**src/hdl/rig_pkg.sv**
```systemverilog
// rig_pkg: types, constants and character helpers for the random identifier generator
// used by rig_arith and random_id_string_generator_core; no dependencies
package rig_pkg;

    typedef enum logic [2:0] {
        ST_IDLE,
        ST_SELECT,
        ST_UPDATE,
        ST_MUL_RECIP,
        ST_REMAINDER,
        ST_OUTPUT
    } state_t;

    typedef enum logic [1:0] {
        KIND_PREFIX,
        KIND_DIGIT,
        KIND_DASH,
        KIND_ALNUM
    } kind_t;

    typedef struct packed {
        logic mul_en;
        logic recip;
        logic digit;
    } arith_ctrl_t;

    localparam logic OP_MIX      = 1'b0;
    localparam logic OP_GENERATE = 1'b1;

    localparam logic [31:0] SEED_RESET = 32'h0000_ACE1;
    localparam logic [31:0] LCG_MUL    = 32'd1103515245;
    localparam logic [31:0] LCG_ADD    = 32'd12345;

    // ceil(2^35 / d) for the reciprocal divide
    localparam logic [31:0] RECIP_10    = 32'hCCCC_CCCD;
    localparam logic [31:0] RECIP_36    = 32'h38E3_8E39;
    localparam int          RECIP_SHIFT = 35;

    localparam logic [31:0] MOD_DIGIT = 32'd10;
    localparam logic [31:0] MOD_ALNUM = 32'd36;

    localparam logic [7:0] CHAR_DASH = 8'h2D;
    localparam logic [7:0] CHAR_ZERO = 8'h30;
    localparam logic [7:0] CHAR_A    = 8'h61;
    localparam logic [7:0] CHAR_D    = 8'h64;
    localparam logic [7:0] CHAR_L    = 8'h6C;
    localparam logic [7:0] CHAR_M    = 8'h6D;

    function automatic logic [7:0] prefix_char(input logic [1:0] idx);
        logic [7:0] ch;
        case (idx)
            2'd0:    ch = CHAR_L;
            2'd1:    ch = CHAR_D;
            2'd2:    ch = CHAR_M;
            default: ch = CHAR_M;
        endcase
        return ch;
    endfunction

    // a-z then 0-9
    function automatic logic [7:0] alnum_char(input logic [5:0] idx);
        logic [7:0] ch;
        if (idx < 6'd26) begin
            ch = CHAR_A + {2'b00, idx};
        end else begin
            ch = CHAR_ZERO + {2'b00, idx} - 8'd26;
        end
        return ch;
    endfunction

endpackage

```
**src/hdl/rig_arith.sv**
```systemverilog
// rig_arith: shared 32x32 multiplier with product register, seed update sum and
// reciprocal-based remainder by 10 or 36; depends on rig_pkg
module rig_arith (
    input  logic                 aclk,
    input  rig_pkg::arith_ctrl_t ctrl,
    input  logic [31:0]          operand,
    output logic [31:0]          lcg_value,
    output logic [5:0]           remainder
);

    logic [63:0] prod_reg;
    logic        digit_reg;
    logic [31:0] mult;
    logic [28:0] quot;
    logic [34:0] quot_times_d;
    logic [31:0] rem_raw;
    logic [31:0] modulus;
    logic [31:0] rem_fix;

    always_comb begin
        if (ctrl.recip) begin
            mult = ctrl.digit ? rig_pkg::RECIP_10 : rig_pkg::RECIP_36;
        end else begin
            mult = rig_pkg::LCG_MUL;
        end
    end

    always_ff @(posedge aclk) begin
        if (ctrl.mul_en) begin
            prod_reg  <= {32'd0, operand} * {32'd0, mult};
            digit_reg <= ctrl.digit;
        end
    end

    assign lcg_value = prod_reg[31:0] + rig_pkg::LCG_ADD;

    // quotient estimate, then one compare and subtract
    assign quot = prod_reg[63:rig_pkg::RECIP_SHIFT];

    always_comb begin
        if (digit_reg) begin
            quot_times_d = {3'b000, quot, 3'b000} + {5'b00000, quot, 1'b0};
            modulus      = rig_pkg::MOD_DIGIT;
        end else begin
            quot_times_d = {1'b0, quot, 5'b00000} + {4'b0000, quot, 2'b00};
            modulus      = rig_pkg::MOD_ALNUM;
        end
        rem_raw = operand - quot_times_d[31:0];
        rem_fix = (rem_raw >= modulus) ? rem_raw - modulus : rem_raw;
    end

    assign remainder = rem_fix[5:0];

endmodule

```
**src/hdl/random_id_string_generator_core.sv**
```systemverilog
// random_id_string_generator_core: top level of the identifier string generator
// holds the seed, position sequencer and output register; uses rig_pkg and rig_arith
//
// channel  dir  tdata               tuser         tlast
// s_       in   [31:0] entropy      [0] operation -
// m_       out  [7:0]  character    -             final character
//
// a mix item is applied to the seed in the idle state; a generate item runs one
// character at a time; prefix and dash characters go from select to output, generated
// ones through select, update, reciprocal multiply, remainder and output (two passes
// through the shared multiplier); a stall holds the sequencer in the output state
// s_tready is high only while idle; reset sets the seed to its start value
module random_id_string_generator_core #(
    parameter int DIGIT_COUNT  = 4,
    parameter int GROUP_LENGTH = 5
) (
    input  logic        aclk,
    input  logic        aresetn,
    input  logic        s_tvalid,
    output logic        s_tready,
    input  logic [31:0] s_tdata,   // [31:0] entropy
    input  logic        s_tuser,   // [0] operation
    output logic        m_tvalid,
    input  logic        m_tready,
    output logic [7:0]  m_tdata,   // [7:0] character
    output logic        m_tlast
);

    localparam int ID_LENGTH = 5 + DIGIT_COUNT + 2 * GROUP_LENGTH;
    localparam int POS_W     = $clog2(ID_LENGTH);

    localparam logic [POS_W-1:0] DIGIT_START = POS_W'(3);
    localparam logic [POS_W-1:0] DASH_FIRST  = POS_W'(3 + DIGIT_COUNT);
    localparam logic [POS_W-1:0] DASH_SECOND = POS_W'(4 + DIGIT_COUNT + GROUP_LENGTH);
    localparam logic [POS_W-1:0] POS_LAST    = POS_W'(ID_LENGTH - 1);

    rig_pkg::state_t      state_reg, state_next;
    logic [POS_W-1:0]     pos_reg, pos_next;
    logic [31:0]          seed_reg, seed_next;
    logic                 m_tvalid_reg, m_tvalid_next;
    logic [7:0]           m_tdata_reg, m_tdata_next;
    logic                 m_tlast_reg, m_tlast_next;
    rig_pkg::kind_t       kind;
    rig_pkg::arith_ctrl_t arith_ctrl;
    logic [31:0]          lcg_value;
    logic [5:0]           remainder;

    rig_arith u_arith (
        .aclk      (aclk),
        .ctrl      (arith_ctrl),
        .operand   (seed_reg),
        .lcg_value (lcg_value),
        .remainder (remainder)
    );

    always_comb begin
        if (pos_reg < DIGIT_START) begin
            kind = rig_pkg::KIND_PREFIX;
        end else if (pos_reg < DASH_FIRST) begin
            kind = rig_pkg::KIND_DIGIT;
        end else if (pos_reg == DASH_FIRST || pos_reg == DASH_SECOND) begin
            kind = rig_pkg::KIND_DASH;
        end else begin
            kind = rig_pkg::KIND_ALNUM;
        end
    end

    always_ff @(posedge aclk) begin
        if (!aresetn) begin
            state_reg    <= rig_pkg::ST_IDLE;
            pos_reg      <= '0;
            seed_reg     <= rig_pkg::SEED_RESET;
            m_tvalid_reg <= 1'b0;
        end else begin
            state_reg    <= state_next;
            pos_reg      <= pos_next;
            seed_reg     <= seed_next;
            m_tvalid_reg <= m_tvalid_next;
        end
    end

    always_ff @(posedge aclk) begin
        m_tdata_reg <= m_tdata_next;
        m_tlast_reg <= m_tlast_next;
    end

    always_comb begin
        state_next    = state_reg;
        pos_next      = pos_reg;
        seed_next     = seed_reg;
        m_tvalid_next = m_tvalid_reg;
        m_tdata_next  = m_tdata_reg;
        m_tlast_next  = m_tlast_reg;
        arith_ctrl    = '0;
        s_tready      = 1'b0;

        case (state_reg)
            rig_pkg::ST_IDLE: begin
                s_tready = 1'b1;
                if (s_tvalid) begin
                    if (s_tuser == rig_pkg::OP_GENERATE) begin
                        pos_next   = '0;
                        state_next = rig_pkg::ST_SELECT;
                    end else begin
                        seed_next = seed_reg ^ s_tdata;
                    end
                end
            end
            rig_pkg::ST_SELECT: begin
                case (kind)
                    rig_pkg::KIND_PREFIX: begin
                        m_tdata_next  = rig_pkg::prefix_char(pos_reg[1:0]);
                        m_tlast_next  = (pos_reg == POS_LAST);
                        m_tvalid_next = 1'b1;
                        state_next    = rig_pkg::ST_OUTPUT;
                    end
                    rig_pkg::KIND_DASH: begin
                        m_tdata_next  = rig_pkg::CHAR_DASH;
                        m_tlast_next  = (pos_reg == POS_LAST);
                        m_tvalid_next = 1'b1;
                        state_next    = rig_pkg::ST_OUTPUT;
                    end
                    default: begin
                        arith_ctrl.mul_en = 1'b1;
                        state_next        = rig_pkg::ST_UPDATE;
                    end
                endcase
            end
            rig_pkg::ST_UPDATE: begin
                seed_next  = lcg_value;
                state_next = rig_pkg::ST_MUL_RECIP;
            end
            rig_pkg::ST_MUL_RECIP: begin
                arith_ctrl.mul_en = 1'b1;
                arith_ctrl.recip  = 1'b1;
                arith_ctrl.digit  = (kind == rig_pkg::KIND_DIGIT);
                state_next        = rig_pkg::ST_REMAINDER;
            end
            rig_pkg::ST_REMAINDER: begin
                if (kind == rig_pkg::KIND_DIGIT) begin
                    m_tdata_next = rig_pkg::CHAR_ZERO + {2'b00, remainder};
                end else begin
                    m_tdata_next = rig_pkg::alnum_char(remainder);
                end
                m_tlast_next  = (pos_reg == POS_LAST);
                m_tvalid_next = 1'b1;
                state_next    = rig_pkg::ST_OUTPUT;
            end
            rig_pkg::ST_OUTPUT: begin
                if (m_tready) begin
                    m_tvalid_next = 1'b0;
                    if (pos_reg == POS_LAST) begin
                        state_next = rig_pkg::ST_IDLE;
                    end else begin
                        pos_next   = pos_reg + POS_W'(1);
                        state_next = rig_pkg::ST_SELECT;
                    end
                end
            end
            default: begin
                state_next = rig_pkg::ST_IDLE;
            end
        endcase
    end

    assign m_tvalid = m_tvalid_reg;
    assign m_tdata  = m_tdata_reg;
    assign m_tlast  = m_tlast_reg;

`ifndef ASSERT_OFF
    assert property (@(posedge aclk) disable iff (!aresetn)
        m_tvalid |-> (state_reg == rig_pkg::ST_OUTPUT))
        else $error("result valid outside output state");

    assert property (@(posedge aclk) disable iff (!aresetn)
        !(s_tready && m_tvalid))
        else $error("input taken while a result is pending");

    assert property (@(posedge aclk) disable iff (!aresetn)
        (state_reg == rig_pkg::ST_REMAINDER) |->
            ((kind == rig_pkg::KIND_DIGIT) ? (remainder < 6'd10) : (remainder < 6'd36)))
        else $error("remainder out of range");

    assert property (@(posedge aclk) disable iff (!aresetn)
        (s_tvalid && s_tready && s_tuser == rig_pkg::OP_GENERATE) |=>
            (state_reg == rig_pkg::ST_SELECT && pos_reg == '0))
        else $error("generate item did not start at the first character");

    assert property (@(posedge aclk) disable iff (!aresetn)
        (m_tvalid && m_tready && m_tlast) |=> (state_reg == rig_pkg::ST_IDLE))
        else $error("sequencer not idle after final character");
`endif

endmodule

```
**config.mk**
```make
export PLATFORM = sky130hd
export DESIGN_NAME = random_id_string_generator_core
export DESIGN_NICKNAME = d
export VERILOG_FILES = /design/src/hdl/rig_pkg.sv /design/src/hdl/rig_arith.sv /design/src/hdl/random_id_string_generator_core.sv
export SDC_FILE = /design/constraint.sdc
export NUM_CORES = 2
export LEC_CHECK = 0
export BUFFER_PORTS_ARGS = -buffer_cell sky130_fd_sc_hd__buf_2
export CAP_MARGIN = 20
export CORE_MARGIN = 1.5
export CORE_UTILIZATION = 50
export DETAILED_ROUTE_END_ITERATION = 7
export GPL_TIMING_DRIVEN = 0
export PLACE_DENSITY = 0.77
export SETUP_SLACK_MARGIN = 0.3
export SYNTH_ARGS = -nofsm -noshare
export SYNTH_HDL_FRONTEND = slang
export SYNTH_HIERARCHICAL = 1
export SYNTH_SLANG_ARGS = --single-unit
export TNS_END_PERCENT = 30
```
**constraint.sdc**
```tcl
create_clock -name aclk -period 10.9 [get_ports aclk]
set_input_delay 2.18 -clock aclk [delete_from_list [all_inputs] [get_ports aclk]]
set_output_delay 2.18 -clock aclk [all_outputs]
set_load 0.1 [all_outputs]
```
== Word level (Yosys, flattened, before mapping) ==
Index checks and enable logic that the tools add are counted.
Storage, ports and cells
  register bits after elaboration: 115
  bits of input ports: 37
  output and inout port bits: 11
  logic and storage cells: 92
Cells by class
  add/sub/neg operators: 9
  $mul: 1
  order comparisons: 4
  equality and inequality tests: 18
  multiplexer cells: 36
  bitwise gates (word level): 1
  reduce and logical (&&, ||, !) cells: 15
Operators with widths (count)
  $mux 32: 5
  $mul 32x32->64: 1
  $pmux 32 s2: 1
  $add 32x14->32 const B: 1
  $add 32x30->32: 1
  $add 32x31->32: 1
  $ge 32x6->1: 1
  $pmux 8 s2: 2
  $sub 32x32->32: 1
  $xor 32x32->32: 1
  $mux 5: 4
  $pmux 3 s6: 1
  $mux 8: 2
  $mux 3: 4
  $mux 6: 2
  $ne 2x2->1 const B: 6
  $pmux 5 s2: 1
  $reduce_and 3->1: 3
  $add 7x6->8 const A: 1
  $pmux 4 s2: 1
  $sub 7x5->8 const B: 1
  $add 6x6->7 const A: 1
  $mux 1: 7
  $eq 3x2->1 const B: 2
  other kinds (24): 33

== Logic depth before layout (Yosys ltp) ==
  word-level depth: 10
  gate-level depth with buffers: 39
  gate-level depth less buffers: 35

== Cells and area by module ==
The synthesis kept the hierarchy.
Modules (own cells, without submodules)
  rig_arith: instances 1, cells an instance 3458, area an instance 32638.8 µm², sequential area each 1861.8 µm²
  random_id_string_generator_core: instances 1, cells an instance 405, area an instance 3134.3 µm², sequential area each 1091.0 µm²

== Worst setup path before layout ==
Ideal clock, no wire load.
  kind: reg2reg
  start: register pos_reg[2]
  end: register u_arith.prod_reg[61] (data pin)
  library setup time: 263 ps
  arrival: 8806 ps
  data required time: 10637 ps
  slack: 1832 ps
  stages on the path, launching flop included: 35
  period minus slack after synthesis: 9068 ps
  cell sequence: dfxtp_1 > buf_6 > a21boi_1 > o21ai_1 > nor3_1 > clkbuf_1 > clkbuf_1 > buf_1 > nand2_1 > inv_1 > fa_1 > fa_1 > fa_1 > inv_1 > fa_1 > inv_1 > fa_1 > fa_1 > fa_1 > inv_1 > fa_1 > inv_1 > ha_1 > clkbuf_1 > a21o_1 > a21o_1 > a21oi_1 > o21ai_0 > o31ai_1 > or3_1 > a21oi_1 > o41ai_1 > nor2b_1 > a311oi_1 > xnor2_1
RTL lines
  start: declaration: line random_id_string_generator_core.sv:38  | logic [POS_W-1:0] pos_reg, pos_next;
  start signal: assignment: line random_id_string_generator_core.sv:76  | pos_reg <= pos_next;
  end signal: assignment: line rig_arith.sv:30  | prod_reg <= {32'd0, operand} * {32'd0, mult};
  end: declaration: line rig_arith.sv:11  | logic [63:0] prod_reg;

==> flow_summary.json <==
{
  "run_status": "complete, no violations",
  "die_x_um": 270,
  "clock-root-buffer": "clkbuf_16",
  "timing.rr.start": "pos_reg[2]",
  "clk_latency_ns": 0.39,
  "synth_ff_type": "edfxtp_1",
  "pwr-share-clk_pct": 3.6,
  "intPower_uw": 4230,
  "wl_met1_um": 47300,
  "r2r_slack_ns": 0.47,
  "placed_cells": 4865,
  "switchingPower_uw": 5790,
  "fp.dieArea_mm2": 0.0732,
  "maxSlewViolCount": 0,
  "worst_path_most_repeated_cell": "fa_1",
  "vias": 28100,
  "min_path_cells": 2,
  "fin_cells": 4886,
  "r2r_cells": 32,
  "highest-signal-layer": "met5",
  "grt_pass1_vias": 28800,
  "ys_types": 92,
  "synth_seq_area_share_pct": 8.25,
  "max_slew.worst_pin.slew_ns": 1.16,
  "rsz0062_at_grt": "yes",
  "p_per_area_mw_per_mm2": 263,
  "cp_max_fo": 10,
  "drc": 0,
  "globalplace.congestion": 1.07,
  "ant_nets": 0,
  "synthTopCellsByCount": "inv_1, fa_1, ha_1",
  "synth_edf_count": 71,
  "final_core_util_pct": 54.1,
  "wire_per_inst_um": 24.2,
  "ios": 48,
  "syn2layout_area_growth_pct": 6.53,
  "hp-class": "reg -> reg",
  "wl_um": 118000,
  "drt_iter0_markers": 2545,
  "end_kind": "register",
  "clock.fmax_ghz": 0.0959,
  "clock_path_buffers": 2,
  "async_flop_share_pct": 0,
  "ys_warn_count": 6,
  "coreArea_mm2": 0.0704,
  "yosysMostFrequentCell": "inv_1",
  "hold_buffers": 0,
  "numCtsBuffers": 9,
  "drt_pass1_iterations": 5,
  "synth_largest_area_cell": "fa_1",
  "wl_met3_um": 12400,
  "netlist_top_cells_area": "fa_1, ha_1, inv_1, edfxtp_1, a21oi_1",
  "setup_ws_ns": 0.473,
  "cts_tree": "yes",
  "holdPathEnd": "pos_reg[4]",
  "htreeDepth": 3,
  "drv_cap": 0,
  "p_comb_share_pct": 87.9,
  "synth.top_cell.area_share_pct": 36.8,
  "critPathKind": "reg -> reg",
  "via_per_inst": 5.75,
  "fin_skew_ns": 0.0242,
  "synthCells": 3863,
  "ir_drop_mv": 0.662,
  "seqPwrFrac_pct": 8.5,
  "ys_ff_latch": 112,
  "p_sw_share_pct": 57.8,
  "worst_setup_path_start_kind": "register",
  "final.min_clock_period_ns": 10.43,
  "slew_headroom_pct": 22.4,
  "initial_utilization_pct": 50.8,
  "critPathRequiredTime_ns": 11.02,
  "fp-row-count": 97,
  "synth.avg_cell_area_um2": 9.26,
  "grt_max_degree": 30,
  "buffer_ports.inserted": 47,
  "diodes": 0,
  "synth_area_mm2": 0.0358,
  "largest_reg_flops": 61,
  "setup_tns_ns": 0,
  "finalCritPeriodShare_pct": 95.7,
  "wl_met2_um": 52000,
  "r2r-end": "u_arith/prod_reg[63]",
  "grt_overflow": 0,
  "grt_pass1_wl_um": 177000,
  "layout-drive-gt1-share_pct": 4.46,
  "critPathArrivalTime_ns": 10.54,
  "cts.sinks": 112,
  "fillers": 6412,
  "setup_viol": 0,
  "min_from": "pos_reg[4]",
  "die_h_um": 270,
  "p_leak_uw": 0.0202,
  "layout.nets": 5148,
  "synth_nets": 5070,
  "slowest_stage": "fa_1",
  "hold_violations": 0,
  "pre_cts_ws_ns": -1.96,
  "clk_pin_slew_ns": 0.10,
  "dp_hpwl_um": 103000,
  "grt_antenna_before_repair": 1,
  "grt_util_all_layers_pct": 32.7,
  "max_stage_delay_ns": 0.68
}
[layout by cell type, fill, tap and decap left out, types with 20 or more instances in the layout]
master / instances
nand3_1: 57
fa_1: 658
nor3_1: 34
nand2_1: 190
a31oi_1: 21
ha_1: 512
a21o_1: 95
o21ai_1: 64
dfxtp_1: 41
and3_1: 22
nor2_1: 175
inv_1: 915
a211oi_1: 21
nand2b_1: 40
o21a_1: 25
edfxtp_1: 71
xor2_1: 61
a21oi_1: 204
nand4_1: 27
buf_2: 56
o211ai_1: 20
nor2b_1: 30
and2_1: 57
xnor2_1: 99
clkbuf_1: 47
o21ai_0: 87
nor3b_1: 35
[how the worst max path moves through the flow]
stage | slack (ns) | depth (start not counted) | end | start
finish | 0.47 | 32 | u_arith/prod_reg[63] | pos_reg[2]
global route | 0.26 | 34 | u_arith/prod_reg[58] | pos_reg[2]
CTS | 0.31 | 34 | u_arith/prod_reg[44] | pos_reg[2]
detailed placement | -1.96 | 32 | u_arith/prod_reg[63] | state_reg[0]
global placement | -1.99 | 32 | u_arith/prod_reg[63] | state_reg[0]
floorplan | 1.83 | 34 | u_arith/prod_reg[61] | pos_reg[2]
[power by group through the flow]
| stage | registers, uW | logic [uW] | clock network [uW] |
|---|---|---|---|
| 2_1_floorplan | 868 | 5780 | 0 |
| 3_3_place_gp | 873 | 8150 | 0 |
| 3_5_place_dp | 858 | 8380 | 0 |
| 4_1_cts | 849 | 8530 | 369 |
| 5_1_grt | 847 | 9620 | 377 |
| 6_report | 847 | 8810 | 360 |
[cell families (layout without fill, tap and decap cells)]
| kind of cell | after synthesis | in the layout | synth area share (%) |
|---|---|---|---|
| fa+ha+maj | 1170 | 1170 | 54.7 |
| compound gates | 659 | 659 | 11.6 |
| flops | 112 | 112 | 8.25 |
| buf+inv | 1004 | 1087 | 10.6 |
| xor+xnor | 160 | 160 | 3.92 |
| simple gates | 740 | 740 | 10.4 |
| other cells | 1 | 1 | 0.0105 |
| mux | 17 | 17 | 0.504 |
[through the flow]
step	cell area, um2	total power, uW	hold WS (ns)
6_report	38100	10000	0.523
5_1_grt	38100	10800	0.584
4_1_cts	38000	9750	0.531
3_5_place_dp	37600	9240	0.516
3_3_place_gp	37200	9020	0.503
2_1_floorplan	35800	6640	0.474
[timing repair]
item,4_1_cts,5_1_grt
endpoints found under the setup margin,38,20
cloned,0,0
resized for setup,45,33
buffers inserted,1,2
pin swaps,1,3
endpoints found under the hold margin,0,0
[critical path, delay by kind of cell (launching register included)]
| kind | cells | cell delay [ns] |
|---|---|---|
| xor gates and xnor gates | 1 | 0.13 |
| DFF | 1 | 0.37 |
| and+or+nand+nor | 3 | 0.73 |
| buffers and inverters | 8 | 1.62 |
| adders and majority gates | 9 | 4.59 |
| AOI/OAI and AO/OA | 11 | 2.66 |
[area by class of cell]
type / count / area [um2] / area share [%]
multi-input cells: 2747 / 29100 / 76.5
inverters: 917 / 3440 / 9.03
flip-flops and latches: 112 / 2950 / 7.75
well taps: 940 / 1180 / 3.09
repair buffers: 67 / 668 / 1.75
plain buffers: 87 / 413 / 1.08
clock buffers: 10 / 239 / 0.627
clock inverters: 6 / 72.6 / 0.190
[metal layers]
metal | track usage (%) | vias to the layer above
met5 | 0 | -
met4 | 14.6 | 2
met3 | 8.96 | 251
met2 | 50.5 | 1322
met1 | 43.0 | 13900
li1 | - | 12600
Note: power is estimated with default switching activity, not from simulation.
